File: config.mk
export PLATFORM = sky130hd
export DESIGN_NAME = speed_alarm_controller_unit
export DESIGN_NICKNAME = d
export VERILOG_FILES = /design/src/sv/sac_pkg.sv /design/src/sv/speed_alarm_controller_unit.sv
export SDC_FILE = /design/constraint.sdc
export NUM_CORES = 1
export LEC_CHECK = 0
export BUFFER_PORTS_ARGS = -buffer_cell sky130_fd_sc_hd__buf_2
export CELL_PAD_IN_SITES_DETAIL_PLACEMENT = 0
export CELL_PAD_IN_SITES_GLOBAL_PLACEMENT = 1
export CORE_ASPECT_RATIO = 1.4
export CORE_MARGIN = 2
export CORE_UTILIZATION = 48
export DETAILED_ROUTE_END_ITERATION = 16
export PLACE_DENSITY_LB_ADDON = 0.08
export SYNTH_ARGS = -nofsm -noshare
export SYNTH_HDL_FRONTEND = slang
export SYNTH_SLANG_ARGS = --single-unit
File: constraint.sdc
create_clock -name clk -period 3.2 [get_ports clk]
set_clock_uncertainty 0.05 [all_clocks]
set_input_delay 0.64 -clock clk [delete_from_list [all_inputs] [get_ports clk]]
set_output_delay 0.64 -clock clk [all_outputs]
set_load 0.01 [all_outputs]
File: src/sv/sac_pkg.sv
`timescale 1ns / 1ps
// Shared types and constants for the speed alarm controller.
// No dependencies.
package sac_pkg;

	typedef enum logic [3:0] {
		ST_IDLE       = 4'd0,
		ST_LOW_BEEP   = 4'd1,
		ST_LOW_WAIT   = 4'd2,
		ST_MID_BEEP1  = 4'd3,
		ST_MID_WAIT1  = 4'd4,
		ST_MID_BEEP2  = 4'd5,
		ST_MID_WAIT2  = 4'd6,
		ST_MID_HOLD   = 4'd7,
		ST_HIGH_BEEP  = 4'd8,
		ST_HIGH_WAIT  = 4'd9,
		ST_HIGH_CHECK = 4'd10
	} alarm_state_t;

	typedef enum logic [2:0] {
		CFG_LOW_THR     = 3'd0,
		CFG_MID_THR     = 3'd1,
		CFG_HIGH_THR    = 3'd2,
		CFG_SHORT_BEEP  = 3'd3,
		CFG_LONG_BEEP   = 3'd4,
		CFG_RED_LONG    = 3'd5,
		CFG_RED_SHORT   = 3'd6
	} cfg_index_t;

	localparam int SPEED_W = 10;
	localparam int TICK_W  = 8;
	localparam int CFG_W   = 10;

	localparam logic REQ_TICK  = 1'b0;
	localparam logic REQ_SPEED = 1'b1;

	localparam logic [SPEED_W-1:0] LOW_THR_RST    = 10'd55;
	localparam logic [SPEED_W-1:0] MID_THR_RST    = 10'd75;
	localparam logic [SPEED_W-1:0] HIGH_THR_RST   = 10'd115;
	localparam logic [TICK_W-1:0]  SHORT_BEEP_RST = 8'd50;
	localparam logic [TICK_W-1:0]  LONG_BEEP_RST  = 8'd100;
	localparam logic [TICK_W-1:0]  RED_LONG_RST   = 8'd200;
	localparam logic [TICK_W-1:0]  RED_SHORT_RST  = 8'd50;

endpackage

File: src/sv/speed_alarm_controller_unit.sv
`timescale 1ns / 1ps
// Speed alarm controller: input register, state update, result register.
// Throughput: one item per cycle unless a held result waits on out_ready.
// The state update is a single compare-and-load step.
// Reset: idle state, hold counters zero, configuration registers at defaults.
// Depends on sac_pkg.
module speed_alarm_controller_unit
	import sac_pkg::*;
(
	input  logic               clk,
	input  logic               arst_n,
	input  logic               cfg_we,
	input  logic [2:0]         cfg_index,
	input  logic [CFG_W-1:0]   cfg_data,
	input  logic               in_valid,
	output logic               in_ready,
	input  logic               req_type,
	input  logic [SPEED_W-1:0] speed,
	output logic               out_valid,
	input  logic               out_ready,
	output logic               buzzer_on,
	output logic               red_led_on,
	output logic [3:0]         alarm_state
);

	logic [SPEED_W-1:0] low_thr_q, mid_thr_q, high_thr_q;
	logic [TICK_W-1:0]  short_beep_q, long_beep_q, red_long_q, red_short_q;

	logic               valid_s1;
	logic               req_type_s1;
	logic [SPEED_W-1:0] speed_s1;

	alarm_state_t       state_q, state_d;
	logic [TICK_W-1:0]  buzzer_q, buzzer_d;
	logic [TICK_W-1:0]  red_q, red_d;

	logic               out_valid_q;
	logic               buzzer_on_q, red_on_q;
	logic [3:0]         alarm_state_q;

	logic               advance;

	assign advance   = valid_s1 && (!out_valid_q || out_ready);
	assign in_ready  = !valid_s1 || advance;
	assign out_valid = out_valid_q;
	assign buzzer_on = buzzer_on_q;
	assign red_led_on  = red_on_q;
	assign alarm_state = alarm_state_q;

	always_ff @(posedge clk or negedge arst_n) begin
		if (!arst_n) begin
			low_thr_q    <= LOW_THR_RST;
			mid_thr_q    <= MID_THR_RST;
			high_thr_q   <= HIGH_THR_RST;
			short_beep_q <= SHORT_BEEP_RST;
			long_beep_q  <= LONG_BEEP_RST;
			red_long_q   <= RED_LONG_RST;
			red_short_q  <= RED_SHORT_RST;
		end else if (cfg_we) begin
			case (cfg_index_t'(cfg_index))
				CFG_LOW_THR:    low_thr_q    <= cfg_data;
				CFG_MID_THR:    mid_thr_q    <= cfg_data;
				CFG_HIGH_THR:   high_thr_q   <= cfg_data;
				CFG_SHORT_BEEP: short_beep_q <= cfg_data[TICK_W-1:0];
				CFG_LONG_BEEP:  long_beep_q  <= cfg_data[TICK_W-1:0];
				CFG_RED_LONG:   red_long_q   <= cfg_data[TICK_W-1:0];
				CFG_RED_SHORT:  red_short_q  <= cfg_data[TICK_W-1:0];
				default: ;
			endcase
		end
	end

	always_ff @(posedge clk or negedge arst_n) begin
		if (!arst_n) begin
			valid_s1 <= 1'b0;
		end else if (in_ready) begin
			valid_s1 <= in_valid;
		end
	end

	always_ff @(posedge clk) begin
		if (in_ready && in_valid) begin
			req_type_s1 <= req_type;
			speed_s1    <= speed;
		end
	end

	always_comb begin
		state_d  = state_q;
		buzzer_d = buzzer_q;
		red_d    = red_q;
		if (req_type_s1 == REQ_TICK) begin
			if (buzzer_q != '0) buzzer_d = buzzer_q - 1'b1;
			if (red_q != '0)    red_d    = red_q - 1'b1;
		end else begin
			unique case (state_q)
				ST_IDLE: begin
					if (speed_s1 > low_thr_q) state_d = ST_LOW_BEEP;
				end
				ST_LOW_BEEP: begin
					buzzer_d = short_beep_q;
					state_d  = ST_LOW_WAIT;
				end
				ST_LOW_WAIT: begin
					if (speed_s1 < low_thr_q)       state_d = ST_IDLE;
					else if (speed_s1 > mid_thr_q)  state_d = ST_MID_BEEP1;
				end
				ST_MID_BEEP1: begin
					buzzer_d = long_beep_q;
					red_d    = red_long_q;
					state_d  = ST_MID_WAIT1;
				end
				ST_MID_WAIT1: begin
					if (buzzer_q == '0) state_d = ST_MID_BEEP2;
				end
				ST_MID_BEEP2: begin
					buzzer_d = long_beep_q;
					red_d    = red_long_q;
					state_d  = ST_MID_WAIT2;
				end
				ST_MID_WAIT2: begin
					if (buzzer_q == '0) state_d = ST_MID_HOLD;
				end
				ST_MID_HOLD: begin
					red_d = red_long_q;
					if (speed_s1 < mid_thr_q)       state_d = ST_LOW_WAIT;
					else if (speed_s1 > high_thr_q) state_d = ST_HIGH_BEEP;
				end
				ST_HIGH_BEEP: begin
					buzzer_d = short_beep_q;
					red_d    = red_short_q;
					state_d  = ST_HIGH_WAIT;
				end
				ST_HIGH_WAIT: begin
					if (buzzer_q == '0) state_d = ST_HIGH_CHECK;
				end
				ST_HIGH_CHECK: begin
					if (speed_s1 < high_thr_q) state_d = ST_MID_HOLD;
					else                       state_d = ST_HIGH_BEEP;
				end
				default: state_d = ST_IDLE;
			endcase
		end
	end

	always_ff @(posedge clk or negedge arst_n) begin
		if (!arst_n) begin
			state_q  <= ST_IDLE;
			buzzer_q <= '0;
			red_q    <= '0;
		end else if (advance) begin
			state_q  <= state_d;
			buzzer_q <= buzzer_d;
			red_q    <= red_d;
		end
	end

	always_ff @(posedge clk or negedge arst_n) begin
		if (!arst_n) begin
			out_valid_q <= 1'b0;
		end else if (advance) begin
			out_valid_q <= 1'b1;
		end else if (out_ready) begin
			out_valid_q <= 1'b0;
		end
	end

	always_ff @(posedge clk) begin
		if (advance) begin
			buzzer_on_q   <= (buzzer_d != '0);
			red_on_q      <= (red_d != '0);
			alarm_state_q <= state_d;
		end
	end

	a_state_range: assert property (@(posedge clk) disable iff (!arst_n)
		out_valid_q |-> (alarm_state_q <= ST_HIGH_CHECK))
		else $error("alarm state code out of range");

	a_tick_keeps_state: assert property (@(posedge clk) disable iff (!arst_n)
		advance && (req_type_s1 == REQ_TICK) |=> state_q == $past(state_q))
		else $error("state changed on a tick");

	a_tick_counts_down: assert property (@(posedge clk) disable iff (!arst_n)
		advance && (req_type_s1 == REQ_TICK) && (buzzer_q != '0)
		|=> buzzer_q == $past(buzzer_q) - 1'b1)
		else $error("buzzer counter did not decrement on tick");

	a_result_matches: assert property (@(posedge clk) disable iff (!arst_n)
		advance |=> (buzzer_on_q == (buzzer_q != '0)) && (red_on_q == (red_q != '0))
		&& (alarm_state_q == state_q))
		else $error("result register out of step with state");

	a_ready_when_empty: assert property (@(posedge clk) disable iff (!arst_n)
		!out_valid_q |-> in_ready)
		else $error("input stalled with empty result register");

endmodule

==> results of run 1 <==
[registers in the layout, indices dropped and copies added, names as in the netlist]
signal        cells
high_thr_q       10
buzzer_q          8
short_beep_q      8
state_q           4
red_short_q       8
alarm_state       4
mid_thr_q        10
long_beep_q       8
req_type_s1       1
buzzer_on         1
speed_s1         10
red_led_on        1
red_long_q        8
out_valid         1
red_q             8
valid_s1          1
low_thr_q        10
[synthesized netlist by cell type, drive strengths merged (4+ instances only)]
library cell	number	area [sq um]
mux2	40	450
nand2	80	300
nor2b	4	25.0
a21oi	30	150
buf	6	35.0
nand4b	4	35.0
nor3	14	86.3
o2bb2ai	4	35.0
a22oi	11	82.6
nand3	10	50.1
a31oi	11	68.8
nor2	27	101
edfxtp	17	510
ha	34	425
dfrtp	58	1450
o21ai	63	315
inv	38	143
nand2b	10	62.6
mux2i	5	50.1
clkbuf	17	114
dfstp	26	683
nand4	8	50.1
[worst paths after layout]
check | cells after the start | end | slack, ns
min in group clk | 1 | speed_s1[9]$_DFFE_PP_ | 0.41
worst min-delay path | 1 | red_q[6]$_DFFE_PN0P_ | 0.27
worst max-delay path | 8 | buzzer_on$_DFFE_PP_ | 0.60
max in group asynchronous | 2 | low_thr_q[0]$_DFFE_PN1P_ | 2.12
worst max register to register | 8 | buzzer_on$_DFFE_PP_ | 0.60
worst min register to register | 2 | high_thr_q[4]$_DFFE_PN1P_ | 0.46
[logic make-up after synthesis]
kind of cell               count (synthesis)  share of synthesized area (%)
AOI/OAI and AO/OA                        145                           15.3
xor gates and xnor gates                   6                          0.918
adders and majority gates                 34                           7.43
buffers and inverters                     64                           5.42
DFF                                      101                           46.2
muxes                                     45                           8.74
and+or+nand+nor                          183                           16.0
[power by group through the flow]
stage / logic, uW / registers, uW / clock network, uW
finish: 1990 / 2030 / 997
global route: 2250 / 2080 / 1060
CTS: 1970 / 2020 / 1020
detailed placement: 1960 / 2050 / 0
global placement: 1940 / 2040 / 0
floorplan: 1570 / 1880 / 0
[stage by stage]
stage | cell area, sq um | hold WS (ns) | power [uW] | setup WS [ns]
global route | 6310 | 0.321 | 5390 | 0.429
finish | 6310 | 0.266 | 5010 | 0.597
global placement | 6050 | 0.420 | 3980 | 0.593
floorplan | 5730 | 0.294 | 3460 | 0.834
detailed placement | 6050 | 0.447 | 4010 | 0.623
CTS | 6310 | 0.309 | 5010 | 0.616
[area by class of cell]
cell class,count,area share [%]
sequential,101,41.9
clock buffer,11,3.69
inverter,40,2.38
tap,147,2.91
timing repair buffer,48,4.52
multi-input combinational,413,44.1
clock inverter,5,0.456
[metal layers]
metal | GRT usage, % | vias to the layer above
li1 | - | 2147
met1 | 30.2 | 2155
met2 | 40.0 | 92
met3 | 3.22 | 23
met4 | 7.04 | 0
met5 | 0 | -
==> results.py, run 1 <==
metrics = {
    "finish": {
        "final_util_pct": 53.7,
        "final_layout_size_suffix_gt1_share_pct": 22.7,
        "layout_common_cells": "80 x nand2_1, 59 x o21ai_0, 58 x dfrtp_1",
        "stdcell_count": 765,
        "multi_input_area_sq_um": 2790,
        "final_common_cell": "nand2_1",
        "seq_area_sq_um": 2650,
        "nets": 676,
        "diodes": 0,
        "nFillCells": 1121,
        "syn2layout_area_growth_pct": 10.2,
    },
    "worst_setup_path": {
        "cp.required_ns": 3.23,
        "cp_slowest_cell": "dfrtp_1",
        "cpPeakStageDelay_ns": 0.57,
        "startpoint": "state_q[3]$_DFFE_PN0P_",
        "endpoint_kind": "flip-flop",
        "r2r_start": "state_q[3]$_DFFE_PN0P_",
        "critPathTopFamily": "simple AND/OR/NAND/NOR gates",
        "crit_path_cell_trace": "nor3b_1, buf_4, o21a_1, nor2_1, a222oi_1, a21oi_1, nor4b_2, nand4_1",
        "crit_path_start_kind": "flip-flop",
        "cp_num_buf_inv": 1,
        "worstSetupPathType": "reg2reg",
        "critPathArrivalTime_ns": 2.63,
        "crit_fanout": 11,
    },
    "logic_synthesis": {
        "synth_ff_type": "dfrtp_1",
        "synth_area_per_cell_sq_um": 9.91,
        "ys_ff_latch": 101,
        "synth.distinct_cells": 64,
        "yosysSeqAreaShare_pct": 46.2,
        "synth_edf_count": 17,
        "synth_area_sq_um": 5730,
        "synthArstFlopShare_pct": 83.2,
        "synth_warnings": 0,
        "syn-num-nets": 641,
        "synthCells": 578,
    },
    "sta": {
        "grt_setup_unrepaired": "no",
        "worstMarginPinSlew_ns": 0.673,
        "setup_viol_count_final": 0,
        "max_freq_mhz": 384,
        "hold_violations": 0,
        "tns_ns": 0,
        "finalCriticalPeriod_ns": 2.60,
        "fin_crit_sh_pct": 81.3,
        "timing.slew.headroom_pct": 55.1,
        "report.final.slew_viol_count": 0,
    },
    "clock_network": {
        "numCtsBuffers": 9,
        "cts.repair.resized": 0,
        "cts_setup_buffers": 0,
        "cts_tree": "yes",
        "clk_pin_slew_ns": 0.07,
        "clk_path_buf_depth": 2,
        "htreeDepth": 3,
        "clkLatencyLatePin_ns": 0.34,
        "cts-root-buf": "clkbuf_16",
        "hold_buffers": 0,
        "clock-sinks": 101,
    },
    "floorplanning": {
        "die_area_sq_um": 12800,
        "io_pins": 37,
        "dieWidth_microns": 96.3,
        "fp.dieH_microns": 133,
        "initial_core_util_pct": 48.7,
        "core_area_sq_um": 11800,
        "row_count": 47,
    },
    "run_status": {
        "status": "complete, no violations",
    },
    "power_and_ir_drop": {
        "power_switching_uw": 1950,
        "clock_power_share_pct": 19.9,
        "pwr-share-seq_pct": 40.5,
        "p_int_uw": 3060,
        "power_leakage_uw": 0.00266,
        "ir_worst_vdd_uv": 304,
        "powerDensity_nw_per_um2": 794,
        "pwr-share-comb_pct": 39.6,
        "swShare_pct": 39.0,
    },
    "drt": {
        "dr_wl_met2_microns": 7170,
        "highest_layer": "met4",
        "final_antenna_net_count": 0,
        "dr_wl_met3_microns": 421,
        "vias": 4417,
        "met1_length_microns": 5700,
        "first_pass_iters": 5,
        "drtIter0Drc": 267,
        "drc": 0,
        "vias_per_cell": 5.77,
        "wl_per_cell_microns": 17.8,
        "wirelength_microns": 13600,
    },
    "placement": {
        "place_hpwl_microns": 10300,
        "dp.cells": 749,
        "gp_congestion": 0.826,
        "port_buffers": 36,
    },
    "global_routing": {
        "grtUsageTotal_pct": 23.3,
        "first_global_vias": 4491,
        "grt_pass1_wl_microns": 23200,
        "grt_max_degree": 49,
        "antenna_found_initial": 0,
        "grt_overflow": 0,
    },
    "job": {
        "cap_violations": 0,
    },
    "hold_path": {
        "holdCritPathClass": "in2async",
    },
}
Note: power is estimated with default switching activity, not from simulation.
==> inputs of run 2 (changes only) <==
Settings changed: ABC_AREA from default to 1, CORE_UTILIZATION 48 to 46.
Clock period 3.2 ns to 2.6 ns, I/O delays scaled along.
==> run 2 against run 1 <==
  * Register-to-register slack worse by 0.20 ns
  * First-iteration DRC count is 3.0% higher
  * Clock power is 32% higher
  * Final cell count is 17% higher
  * Critical path depth is 5 higher
  * Core utilization is 1.9 points lower
  * Cell area is 0.54% higher
  * Routed wire length is 0.80% higher
  * Global-route usage is 1.5 points lower
  * Combinational power is 6% higher
  * Setup slack worse by 0.20 ns
  * Largest power group unchanged
  * Highest routed layer unchanged
==> results.py, run 2 <==
metrics = {
    "global_routing": {
        "first_global_vias": 4645,
        "grt_max_degree": 43,
        "grt_overflow": 0,
        "grtUsageTotal_pct": 21.7,
        "grt_pass1_wl_microns": 23000,
        "antenna_found_initial": 0,
    },
    "worst_setup_path": {
        "cpPeakStageDelay_ns": 0.53,
        "crit_fanout": 3,
        "rr_worst_depth": 13,
        "crit_path_start_kind": "flip-flop",
        "r2r_start": "high_thr_q[5]$_DFFE_PN1P_",
        "worstSetupPathType": "reg2reg",
        "cp_slowest_cell": "dfstp_2",
        "r2r_slack_ns": 0.40,
        "critPathTopFamily": "simple AND/OR/NAND/NOR gates",
        "crit_path_cell_trace": "inv_1, ha_1, nand2_1, nor2_1, nand3_1, nand3_1, nand2_1, nand2_1, nand2_1, nand2_1, nand2_1, nand2_1, nand2_1",
        "cp_num_buf_inv": 1,
        "crit_top_cell": "nand2_1",
        "cp.required_ns": 2.65,
        "reg2reg_to": "alarm_state[1]$_DFFE_PP_",
        "critPathArrivalTime_ns": 2.25,
        "endpoint_kind": "flip-flop",
    },
    "clock_network": {
        "cts_setup_buffers": 0,
        "cts_tree": "yes",
        "cts.repair.resized": 0,
        "numCtsBuffers": 9,
        "htreeDepth": 3,
        "clk_path_buf_depth": 2,
        "cts-root-buf": "clkbuf_16",
        "clock-sinks": 101,
        "clkLatencyLatePin_ns": 0.35,
        "hold_buffers": 0,
        "clk_pin_slew_ns": 0.07,
    },
    "sta": {
        "finalCriticalPeriod_ns": 2.20,
        "worstMarginPinSlew_ns": 0.735,
        "hold_violations": 0,
        "timing.slew.headroom_pct": 51.0,
        "hold_ws_ns": 0.120,
        "max_freq_mhz": 455,
        "grt_setup_unrepaired": "no",
        "setup_viol_count_final": 0,
        "fin_crit_sh_pct": 84.5,
        "tns_ns": 0,
        "report.final.slew_viol_count": 0,
    },
    "finish": {
        "diodes": 0,
        "nets": 802,
        "nFillCells": 1204,
        "final_layout_size_suffix_gt1_share_pct": 16.4,
        "syn2layout_area_growth_pct": 10.3,
        "final_common_cell": "nand2_1",
        "layout_common_cells": "217 x nand2_1, 87 x o21ai_0, 78 x inv_1",
        "final_util_pct": 51.8,
    },
    "drt": {
        "wl_per_cell_microns": 15.4,
        "vias_per_cell": 5.22,
        "wirelength_microns": 13700,
        "drtIter0Drc": 275,
        "drc": 0,
        "final_antenna_net_count": 0,
        "first_pass_iters": 5,
        "vias": 4663,
    },
    "placement": {
        "port_buffers": 36,
        "gp_congestion": 0.830,
        "place_hpwl_microns": 10400,
    },
    "run_status": {
        "status": "complete, no violations",
    },
    "logic_synthesis": {
        "synthCells": 706,
        "synth_area_sq_um": 5750,
        "synth_top_area_cell": "dfrtp_1",
        "ys_ff_latch": 101,
        "yosysTopAreaCellShare_pct": 25.2,
        "synth.distinct_cells": 40,
        "yosysMostFrequentCell": "nand2_1",
        "synth_warnings": 0,
        "yosysSeqAreaShare_pct": 46.0,
        "synthArstFlopShare_pct": 83.2,
        "synthTopCellsByArea": "dfrtp_1 25%, nand2_1 14%, dfstp_2 12%",
        "synth_edf_count": 17,
        "syn-num-nets": 769,
        "synth_area_per_cell_sq_um": 8.15,
        "synth_ff_type": "dfrtp_1",
        "synth_common_cells": "217 x nand2_1, 87 x o21ai_0, 78 x inv_1",
    },
    "floorplanning": {
        "dieWidth_microns": 98.5,
        "initial_core_util_pct": 47.0,
        "die_area_sq_um": 13400,
        "io_pins": 37,
        "row_count": 48,
        "fp.dieH_microns": 136,
        "core_area_sq_um": 12300,
    },
    "power_and_ir_drop": {
        "powerDensity_nw_per_um2": 913,
        "ir_worst_vdd_uv": 360,
        "power_leakage_uw": 0.00312,
    },
    "hold_path": {
        "holdCritPathClass": "in2async",
    },
    "job": {
        "cap_violations": 0,
    },
}
run 2: logic make-up after synthesis:
group	count (synthesis)	synth area share (%)
simple gates	325	25.2
flops	101	46.0
xor+xnor	7	1.07
buf+inv	107	7.76
compound gates	132	12.6
fa+ha+maj	34	7.39
run 2: worst register-to-register path: cells and delay by family, from the launching register on:
family / cells / cell delay (ns)
and+or+nand+nor: 11 / 1.02
DFF: 1 / 0.53
adders and majority gates: 1 / 0.29
buffers and inverters: 1 / 0.04
run 2: worst max path at each step:
stage	end	start	cells past startpoint	slack, ns
2_1_floorplan	alarm_state[1]$_DFFE_PP_	high_thr_q[5]$_DFFE_PN1P_	13	0.75
3_3_place_gp	alarm_state[1]$_DFFE_PP_	high_thr_q[5]$_DFFE_PN1P_	13	0.40
3_5_place_dp	alarm_state[1]$_DFFE_PP_	high_thr_q[5]$_DFFE_PN1P_	13	0.41
4_1_cts	alarm_state[1]$_DFFE_PP_	high_thr_q[5]$_DFFE_PN1P_	13	0.39
5_1_grt	state_q[1]$_DFFE_PN0P_	high_thr_q[5]$_DFFE_PN1P_	15	0.26
6_report	alarm_state[1]$_DFFE_PP_	high_thr_q[5]$_DFFE_PN1P_	13	0.40
run 2: power by group:
part | total, uW | internal [uW] | switching (uW)
clock network | 1320 | 667 | 653
logic | 2110 | 778 | 1340
registers | 2360 | 2030 | 330
total | 5790 | 3470 | 2320
run 2: area by class of cell:
cell class	instances	area, sq um	share of cell area, %
clock inverters	7	56.3	0.887
clock buffers	9	225	3.55
repair buffers	40	225	3.55
well taps	150	188	2.96
multi-input cells	498	2660	41.9
inverters	89	344	5.42
flip-flops and latches	101	2650	41.7
run 2: routing by layer:
| metal | up-vias | track usage [%] | wire length (microns) |
|---|---|---|---|
| met3 | 24 | 2.57 | 349 |
| met2 | 82 | 39.3 | 7100 |
| met1 | 2211 | 26.7 | 5960 |
| met5 | - | 0 | 0 |
| met4 | 0 | 7.69 | 313 |
| li1 | 2346 | - | - |
run 2: through the flow:
step                      setup WS [ns]  total power [uW]  std cells  instance area [sq um]
after global routing              0.257              6270        894                   6340
final                             0.402              5790        894                   6340
after detailed placement          0.412              4500        878                   6060
after CTS                         0.394              5830        894                   6340
after global placement            0.401              4450        878                   6060
after floorplan                   0.751              3950        706                   5750
==> inputs of run 3 (changes only) <==
Settings changed: ABC_AREA 1 to 0, CORE_UTILIZATION 46 to 43.
Clock period 2.6 ns to 1.8 ns, I/O delays scaled along.
==> run 3 against run 2 <==
  * The run now ends with negative setup slack left
  * First-iteration DRC count decreased by 20%
  * Worst hold slack better by 0.020 ns
  * Core utilization up 8.5 points
  * Critical path depth shrank 4
  * Non-clock buffer count rose by 122
  * Cell area up 23%
  * Sequential cell count is the same
  * Final cell count grew 1.8%
  * Total power rose by 100%
  * Critical path type unchanged
  * Critical endpoint is now alarm_state[2]$_DFFE_PP_
  * Largest cell class unchanged
==> results.py, run 3 (same netlist as run 1, synthesis figures left out) <==
metrics = {
    "floorplanning": {
        "initial_core_util_pct": 44.3,
        "row_count": 49,
        "dieWidth_microns": 102,
        "core_area_sq_um": 12900,
        "io_pins": 37,
        "fp.dieH_microns": 141,
        "die_area_sq_um": 14300,
    },
    "drt": {
        "drtIter0Drc": 221,
        "final_antenna_net_count": 0,
        "vias": 4871,
        "first_pass_iters": 4,
        "wl_per_cell_microns": 16.6,
        "wirelength_microns": 15100,
        "drc": 0,
        "vias_per_cell": 5.35,
    },
    "sta": {
        "fin_crit_sh_pct": 132,
        "hold_violations": 0,
        "report.final.slew_viol_count": 0,
        "worstMarginPinSlew_ns": 0.553,
        "setup_ws_ns": -0.571,
        "hold_ws_ns": 0.140,
        "timing.slew.headroom_pct": 63.1,
        "setup_viol_count_final": 21,
        "max_freq_mhz": 422,
        "grt_setup_unrepaired": "yes",
        "finalCriticalPeriod_ns": 2.37,
        "tns_ns": -6.97,
    },
    "worst_setup_path": {
        "crit_fanout": 5,
        "endpoint_kind": "flip-flop",
        "crit_path_cell_trace": "ha_4, nand4_1, buf_4, a21oi_2, o31ai_2, nand2b_1, o21ai_1, a31o_2, a31oi_2",
        "cp_slowest_cell": "edfxtp_1",
        "cp.required_ns": 1.93,
        "cp_num_buf_inv": 1,
        "critPathArrivalTime_ns": 2.50,
        "critPathTopFamily": "compound AO/OA/AOI/OAI gates",
        "crit_path_start_kind": "flip-flop",
        "worstSetupPathType": "reg2reg",
        "cpPeakStageDelay_ns": 0.50,
    },
    "finish": {
        "diodes": 0,
        "final_common_cell": "buf_4",
        "stdcell_count": 910,
        "nets": 790,
        "final_layout_size_suffix_gt1_share_pct": 45.9,
        "syn2layout_area_growth_pct": 36.2,
        "nFillCells": 1146,
        "layout_common_cells": "113 x buf_4, 77 x nand2_1, 57 x dfrtp_1",
    },
    "placement": {
        "dp_slack_ns": -0.584,
        "place_hpwl_microns": 11300,
        "port_buffers": 36,
        "dp.cells": 872,
        "gp_congestion": 0.884,
    },
    "global_routing": {
        "grt_overflow": 0,
        "grt_util_met1_pct": 26.5,
        "grt_pass1_wl_microns": 24900,
        "antenna_found_initial": 0,
        "grt_util_met2_pct": 40.2,
        "use_met3_pct": 2.94,
        "grtUsageTotal_pct": 22.3,
        "first_global_vias": 5049,
        "grt_max_degree": 33,
        "busiest_layer": "met2",
    },
    "power_and_ir_drop": {
        "powerDensity_nw_per_um2": 1520,
        "power_leakage_uw": 0.00336,
        "ir_worst_vdd_uv": 656,
        "total_power_uw": 11800,
    },
    "clock_network": {
        "clk_pin_slew_ns": 0.07,
        "htreeDepth": 3,
        "clk_path_buf_depth": 2,
        "clock-sinks": 101,
        "cts-root-buf": "clkbuf_16",
        "clkLatencyLatePin_ns": 0.34,
        "cts_tree": "yes",
        "numCtsBuffers": 9,
    },
    "run_status": {
        "violations": "negative setup slack",
        "status": "finished, violations left",
    },
    "job": {
        "cap_violations": 0,
    },
    "hold_path": {
        "holdCritPathClass": "in2reg",
    },
}
==> run 3: changes by cell type in the layout (fill, tap and decap cells not counted), sizes merged, moves of 9 or more <==
cell and change:
a21oi +9, a22oi +9, buf +121, inv -54, mux2 +40, nand2 -151
nand2b +10, nand3 -14, nor2 -33, nor3 +12, o21ai -28
==> run 3: metrics by stage <==
step | util [%] | area (sq um)
after floorplan | - | 5870
after global placement | 53.5 | 6930
after detailed placement | 53.5 | 6930
after CTS | 58.2 | 7530
after global routing | 60.3 | 7800
final | 60.3 | 7800
==> run 3: worst paths after layout <==
path	start	endpoint	slack, ns	depth (start not counted)
max in group asynchronous	arst_n	low_thr_q[1]$_DFFE_PN1P_	0.65	3
hold / removal	speed[8]	speed_s1[8]$_DFFE_PP_	0.14	1
hold reg to reg	red_short_q[6]$_DFFE_PN0P_	red_short_q[6]$_DFFE_PN0P_	0.46	1
min in group asynchronous	arst_n	red_q[2]$_DFFE_PN0P_	0.45	2
setup reg to reg	speed_s1[4]$_DFFE_PP_	alarm_state[2]$_DFFE_PP_	-0.57	9
setup / recovery	speed_s1[4]$_DFFE_PP_	alarm_state[2]$_DFFE_PP_	-0.57	9
==> run 3: where the power goes <==
group | total (uW) | internal [uW] | switching, uW
registers | 3360 | 3000 | 366
clock network | 2090 | 1230 | 859
logic | 6370 | 3200 | 3160
==> run 3: cell type report <==
| class | count | area [sq um] | share of cell area [%] |
|---|---|---|---|
| Multi-Input combinational cell | 413 | 3260 | 41.8 |
| Inverter | 40 | 153 | 1.96 |
| Timing Repair Buffer | 162 | 1200 | 15.4 |
| Clock buffer | 11 | 233 | 2.98 |
| Tap cell | 178 | 223 | 2.86 |
| Clock inverter | 5 | 82.6 | 1.06 |
| Sequential cell | 101 | 2650 | 33.9 |
==> run 3: what timing repair did <==
item,in CTS,in global routing
endpoints found under the setup margin,26,25
gates resized for setup,49,58
endpoints found under the hold margin,21,0
buffers inserted,15,13
pin swaps,29,36
hold buffers,1,0
==> run 3: layer usage <==
metal,up-vias,wire [microns]
met5,-,0
met2,78,8250
met3,34,347
li1,2375,-
met4,0,461
met1,2384,6080
